`src/rtl/lgrk4_pkg.sv`:
```
`timescale 1ns / 1ps
// ----------------------------------------------------------------------------
// lgrk4_pkg
// Shared types and constants for the logistic growth RK4 integrator.
// ----------------------------------------------------------------------------
package lgrk4_pkg;

    // Widths of the item fields and of the fixed-point values
    localparam int STEP_COUNT_BITS = 16;
    localparam int FRAC_BITS       = 16;
    localparam int VAL_W           = 48;
    localparam int INIT_W          = 47;
    localparam int GROWTH_W        = 32;
    localparam int INVCAP_W        = 48;
    localparam int CFG_DATA_W      = 48;
    localparam int CFG_IDX_W       = 2;

    // Divide-by-six unit: bits retired per cycle and cycle count
    localparam int DIV_BITS  = 4;
    localparam int DIV_ITERS = 13;

    // Sequence counter in the controller
    localparam int CNT_W = 4;

    // RK4 stage codes
    localparam logic [1:0] STAGE_K1 = 2'd0;
    localparam logic [1:0] STAGE_K2 = 2'd1;
    localparam logic [1:0] STAGE_K3 = 2'd2;
    localparam logic [1:0] STAGE_K4 = 2'd3;

    // Configuration register indexes
    typedef enum logic [CFG_IDX_W-1:0] {
        CFG_INITIAL = 2'd0,
        CFG_GROWTH  = 2'd1,
        CFG_INVCAP  = 2'd2
    } cfg_idx_t;

    // Product selector for the shared multiplier
    typedef enum logic [1:0] {
        MOP_RATIO = 2'd0,   // r = q * inv_capacity
        MOP_TREND = 2'd1,   // t = q * growth_per_step
        MOP_SLOPE = 2'd2    // k = t * (1 - r)
    } mul_op_t;

    // Input transaction
    typedef struct packed {
        logic                       func;
        logic [STEP_COUNT_BITS-1:0] step_count;
    } req_item_t;

    // Result transaction
    typedef struct packed {
        logic signed [VAL_W-1:0] population;
        logic                    saturated;
    } rsp_item_t;

    // Controller to datapath commands
    typedef struct packed {
        logic       in_load;
        logic       restart;
        logic       step_start;
        logic       mul_load;
        logic       mul_pp;
        logic [1:0] pp_sel;
        logic       mul_fin;
        mul_op_t    op;
        logic       acc;
        logic [1:0] stage;
        logic       div_load;
        logic       div_run;
        logic       y_update;
        logic       out_load;
    } dp_cmd_t;

    // Datapath to controller status
    typedef struct packed {
        logic steps_zero;
    } dp_sts_t;

endpackage

```
`src/rtl/lgrk4_ctrl.sv`:
```
`timescale 1ns / 1ps
// ----------------------------------------------------------------------------
// lgrk4_ctrl
// Controller: sequences restart and advance transactions, the three products
// of each slope, the four RK4 stages, the divide and the result handoff.
// ----------------------------------------------------------------------------
module lgrk4_ctrl (
    input  logic                 clk,
    input  logic                 rst_n,
    input  logic                 req_valid,
    input  logic                 req_func,
    output logic                 req_stall,
    output logic                 rsp_valid,
    input  logic                 rsp_stall,
    input  lgrk4_pkg::dp_sts_t   sts,
    output lgrk4_pkg::dp_cmd_t   dp_cmd
);
    import lgrk4_pkg::*;

    typedef enum logic [10:0] {
        ST_IDLE   = 11'b000_0000_0001,
        ST_STEP   = 11'b000_0000_0010,
        ST_MLOAD  = 11'b000_0000_0100,
        ST_MPP    = 11'b000_0000_1000,
        ST_MDRAIN = 11'b000_0001_0000,
        ST_MFIN   = 11'b000_0010_0000,
        ST_ACC    = 11'b000_0100_0000,
        ST_DLOAD  = 11'b000_1000_0000,
        ST_DIV    = 11'b001_0000_0000,
        ST_UPD    = 11'b010_0000_0000,
        ST_DONE   = 11'b100_0000_0000
    } state_t;

    localparam logic [1:0]       PP_LAST  = 2'd3;
    localparam logic [CNT_W-1:0] DIV_LAST = CNT_W'(DIV_ITERS - 1);

    state_t           state_reg, state_next;
    mul_op_t          op_reg,    op_next;
    logic [1:0]       stage_reg, stage_next;
    logic [CNT_W-1:0] cnt_reg,   cnt_next;
    logic             rsp_valid_reg, rsp_valid_next;

    // Sequence the datapath
    always_comb
    begin
        state_next    = state_reg;
        op_next       = op_reg;
        stage_next    = stage_reg;
        cnt_next      = cnt_reg;
        dp_cmd        = '0;
        dp_cmd.op     = op_reg;
        dp_cmd.stage  = stage_reg;
        dp_cmd.pp_sel = cnt_reg[1:0];
        unique case (state_reg)
            ST_IDLE:
            begin
                if (req_valid) begin
                    dp_cmd.in_load = 1'b1;
                    dp_cmd.restart = !req_func;
                    state_next     = req_func ? ST_STEP : ST_DONE;
                end
            end
            ST_STEP:
            begin
                if (sts.steps_zero) begin
                    state_next = ST_DONE;
                end
                else begin
                    dp_cmd.step_start = 1'b1;
                    stage_next        = STAGE_K1;
                    op_next           = MOP_RATIO;
                    state_next        = ST_MLOAD;
                end
            end
            ST_MLOAD:
            begin
                dp_cmd.mul_load = 1'b1;
                cnt_next        = '0;
                state_next      = ST_MPP;
            end
            ST_MPP:
            begin
                dp_cmd.mul_pp = 1'b1;
                cnt_next      = cnt_reg + CNT_W'(1);
                if (cnt_reg[1:0] == PP_LAST)
                    state_next = ST_MDRAIN;
            end
            ST_MDRAIN:
            begin
                state_next = ST_MFIN;
            end
            ST_MFIN:
            begin
                dp_cmd.mul_fin = 1'b1;
                case (op_reg)
                    MOP_RATIO:
                    begin
                        op_next    = MOP_TREND;
                        state_next = ST_MLOAD;
                    end
                    MOP_TREND:
                    begin
                        op_next    = MOP_SLOPE;
                        state_next = ST_MLOAD;
                    end
                    default:
                    begin
                        state_next = ST_ACC;
                    end
                endcase
            end
            ST_ACC:
            begin
                dp_cmd.acc = 1'b1;
                if (stage_reg == STAGE_K4) begin
                    state_next = ST_DLOAD;
                end
                else begin
                    stage_next = stage_reg + 2'd1;
                    op_next    = MOP_RATIO;
                    state_next = ST_MLOAD;
                end
            end
            ST_DLOAD:
            begin
                dp_cmd.div_load = 1'b1;
                cnt_next        = '0;
                state_next      = ST_DIV;
            end
            ST_DIV:
            begin
                dp_cmd.div_run = 1'b1;
                cnt_next       = cnt_reg + CNT_W'(1);
                if (cnt_reg == DIV_LAST)
                    state_next = ST_UPD;
            end
            ST_UPD:
            begin
                dp_cmd.y_update = 1'b1;
                state_next      = ST_STEP;
            end
            ST_DONE:
            begin
                if (!rsp_valid_reg || !rsp_stall) begin
                    dp_cmd.out_load = 1'b1;
                    state_next      = ST_IDLE;
                end
            end
            default:
            begin
                state_next = ST_IDLE;
            end
        endcase
    end

    // Hold the result until taken
    always_comb
    begin
        rsp_valid_next = rsp_valid_reg;
        if (dp_cmd.out_load)
            rsp_valid_next = 1'b1;
        else if (!rsp_stall)
            rsp_valid_next = 1'b0;
    end

    always_ff @(posedge clk or negedge rst_n)
    begin
        if (!rst_n) begin
            state_reg     <= ST_IDLE;
            op_reg        <= MOP_RATIO;
            stage_reg     <= STAGE_K1;
            cnt_reg       <= '0;
            rsp_valid_reg <= 1'b0;
        end
        else begin
            state_reg     <= state_next;
            op_reg        <= op_next;
            stage_reg     <= stage_next;
            cnt_reg       <= cnt_next;
            rsp_valid_reg <= rsp_valid_next;
        end
    end

    assign req_stall = (state_reg != ST_IDLE);
    assign rsp_valid = rsp_valid_reg;

    // Checks
    a_accept_busy: assert property (@(posedge clk) disable iff (!rst_n)
        (req_valid && !req_stall) |=> (state_reg != ST_IDLE))
        else $error("controller idle right after accepting a transaction");

    a_fin_order: assert property (@(posedge clk) disable iff (!rst_n)
        (state_reg == ST_MFIN) |-> ($past(state_reg) == ST_MDRAIN))
        else $error("product finished without drain cycle");

    a_no_overwrite: assert property (@(posedge clk) disable iff (!rst_n)
        dp_cmd.out_load |-> !(rsp_valid_reg && rsp_stall))
        else $error("result overwritten while stalled");

endmodule

```
`config.mk`:
```
export PLATFORM = sky130hd
export DESIGN_NAME = lgrk4_ctrl
export DESIGN_NICKNAME = d
export VERILOG_FILES = /design/src/rtl/lgrk4_pkg.sv /design/src/rtl/lgrk4_ctrl.sv
export SDC_FILE = /design/constraint.sdc
export NUM_CORES = 1
export LEC_CHECK = 0
export BUFFER_PORTS_ARGS = -buffer_cell sky130_fd_sc_hd__clkbuf_2
export CAP_MARGIN = 0
export CELL_PAD_IN_SITES_DETAIL_PLACEMENT = 0
export CELL_PAD_IN_SITES_GLOBAL_PLACEMENT = 2
export CORE_ASPECT_RATIO = 0.9
export CORE_MARGIN = 2
export CORE_UTILIZATION = 29
export CTS_CLUSTER_DIAMETER = 150
export CTS_CLUSTER_SIZE = 20
export DETAILED_ROUTE_END_ITERATION = 12
export GPL_TIMING_DRIVEN = 0
export PLACE_DENSITY_LB_ADDON = 0.1
export SYNTH_ARGS = -nofsm -noshare
export SYNTH_HDL_FRONTEND = slang
export SYNTH_SLANG_ARGS = --single-unit
export TNS_END_PERCENT = 5
```
`constraint.sdc`:
```
create_clock -name clk -period 1.86 [get_ports clk]
set_input_delay 0.186 -clock clk [delete_from_list [all_inputs] [get_ports clk]]
set_output_delay 0.186 -clock clk [all_outputs]
set_load 0.05 [all_outputs]
```
==> flow_summary.ini <==
[outcome]
status = finished, violations left
violations = setup timing

[global_route]
grt_max_degree = 21
grt-ovfl-total = 0
antenna_found_initial = 0
grt_pass1_vias = 1241
grtUsageTotal = 0.1593
grt_pass1_wl_um = 5927

[detailed_routing]
finalWirelength_um = 3500
vias = 1212
first_pass_iters = 4
drc = 0
ant_nets = 0
drt_iter0_drc = 42
via_per_inst = 5.136
wire_per_inst_um = 14.83

[clocking]
cts_root_buffer = clkbuf_8
tritoncts = done
cts_buffer_depth = 2
cts.htree.levels = 1
path_clk_slew_ns = 0.08
clock-sinks = 20
cts_buffers = 3
clock_latency_ns = 0.26

[layout]
syn2layout_area_growth_pct = 58.13
drive_gt1_frac = 0.4947
regArea_sq_um = 508.0
final_util = 0.4830
nFillCells = 388
fin_nets = 198
final_common_cell = buf_4
largest_reg_flops = 11
num_antenna_cells = 0
final_cell_mix = buf_4, dfrtp_1, nor2_1, clkbuf_2, inv_1
multi_input_area_sq_um = 845.8

[place]
hpwlAfterDp_um = 2352
routabilityCongestion = 0.7984
io_buffers = 24
pre_cts_slack_ns = -0.4285

[synth]
yosysSeqAreaShare = 0.3978
async_flop_share = 1.000
yosys.cell_types.count = 37
yosysWarnings = 0
avgSynthCellArea_sq_um = 8.882
synth_area_sq_um = 1261
ys_ff_latch = 20
syn-num-nets = 151
synth_edf_count = 0
synth-main-ff-cell = dfrtp_1
postSynthCellCount = 142

[timing]
fmax_mhz = 478.0
period_share = 1.125
tns_ns = -1.862
period_needed_ns = 2.092
setup_ws_ns = -0.2320
worst_pin_slew_ns = 0.5419
report.final.slew_viol_count = 0
setup_viol = 18
hold_violations = 0
slew_headroom = 0.6387
worst_clock_skew_ns = 0.003435
rsz0062_at_grt = yes

[power_and_ir_drop]
powerDensity_nw_per_um2 = 1345
p_leak_uw = 0.0009043
irDropWorstVdd_v = 0.0007464

[worst_setup_path]
critPathLaunchType = register
ff2ff_path_depth = 4
reg2reg_from = state_reg[4]$_DFFE_PN0P_
path_class = reg -> out
cp_max_fo = 6
required_ns = 1.67
arrival_ns = 1.91
cp-end-kind = output pin
r2r-end = stage_reg[0]$_DFFE_PN0P_
r2r_slack_ns = -0.11

[worst_hold_path]
min_to = state_reg[0]$_DFFE_PN1P_
holdCritStartpoint = req_valid
hold_class = in -> reg
holdPathStages = 2

[floorplanning]
start_util = 0.3055
die_y_um = 66.57
coreArea_sq_um = 4129
rows = 22
fp.dieW_um = 73.52
pin_count = 25
dieArea_sq_um = 4894

[job]
maxCapViolCount = 0
## Yosys cell counts, types with 2 or more instances
master	n	area [sq um]
nor2_1	16	60.06
buf_4	4	30.03
dfrtp_1	19	475.5
o31ai_1	2	15.01
nand3_1	8	40.04
nor3b_1	2	15.01
ha_1	3	37.54
o21ai_0	5	25.02
nor3_1	7	35.03
or2_2	2	12.51
nor4_1	2	12.51
and2_1	2	12.51
buf_2	3	15.01
xnor2_1	2	17.52
nor3_2	2	20.02
nor4_2	2	25.02
or3_1	5	31.28
nand4_1	2	12.51
nand2_1	9	33.78
nand2b_1	5	31.28
nor2b_1	3	18.77
xor2_1	3	26.28
a21oi_1	7	35.03
inv_1	12	45.04
o32ai_1	3	26.28
## power by group
group	switching (uW)	internal (uW)
Sequential	119	546
Clock	155	189
Combinational	975	700
Total	1250	1430
## cell families after synthesis
kind of cell | after synthesis | share of synthesized area
multiplexers | 3 | 0.03869
AO/OA/AOI/OAI | 22 | 0.1171
XOR/XNOR | 5 | 0.03473
buffers and inverters | 20 | 0.08035
adder cells (fa/ha/maj) | 3 | 0.02977
flip-flops | 20 | 0.3978
AND/OR/NAND/NOR | 69 | 0.3016
## layout make-up
type                            count  area share
Multi-Input combinational cell    102      0.4241
Sequential cell                    20      0.2547
Timing Repair Buffer               42      0.2001
Buffer                              8     0.03952
Tap cell                           48     0.03011
Clock buffer                        4     0.02760
Inverter                           12     0.02384
## layer usage
metal  share of wire  up-vias  GRT usage
met5               0        -          0
met4           0.010        0    0.04091
met3           0.031        4    0.03631
li1                -      585          -
met1            0.47      600     0.2106
met2            0.49       23     0.2612
## worst max-delay path by stage
stage	startpoint	end	slack (ns)	depth (start not counted)
after floorplan	state_reg[1]$_DFFE_PN0P_	op_reg[0]$_DFFE_PN0P_	-0.33	6
after global placement	state_reg[6]$_DFFE_PN0P_	dp_cmd[15]	-0.44	7
after detailed placement	state_reg[6]$_DFFE_PN0P_	dp_cmd[15]	-0.43	7
after CTS	state_reg[3]$_DFFE_PN0P_	dp_cmd[15]	-0.24	8
after global routing	state_reg[6]$_DFFE_PN0P_	dp_cmd[15]	-0.33	7
final	state_reg[4]$_DFFE_PN0P_	dp_cmd[6]	-0.23	4
## timing repair
item                                    4_1_cts  5_1_grt
pin swaps                                    14       13
endpoints found under the hold margin        19        0
cloned                                        0        0
resized for setup                            59       22
endpoints found under the setup margin       24       25
hold buffers                                  1        0
buffers inserted                             14        3
## worst max-delay path, cell delays in order, from the launching register on
cell,delay [ns]
dfrtp_2,0.46
or3_4,0.41
or4_4,0.54
inv_4,0.09
clkbuf_16,0.15
## per-stage QoR
step | cells | cell area [sq um] | total power (uW) | hold WS, ns
after floorplan | 142 | 1313 | 1644 | -0.1096
after global placement | 214 | 1493 | 1906 | 0.1916
after detailed placement | 214 | 1493 | 1907 | 0.1921
after CTS | 233 | 1898 | 2581 | 0.1211
after global routing | 236 | 1994 | 2854 | 0.1244
final | 236 | 1994 | 2683 | 0.1250
No activity file was read; power rests on OpenSTA's default activity.
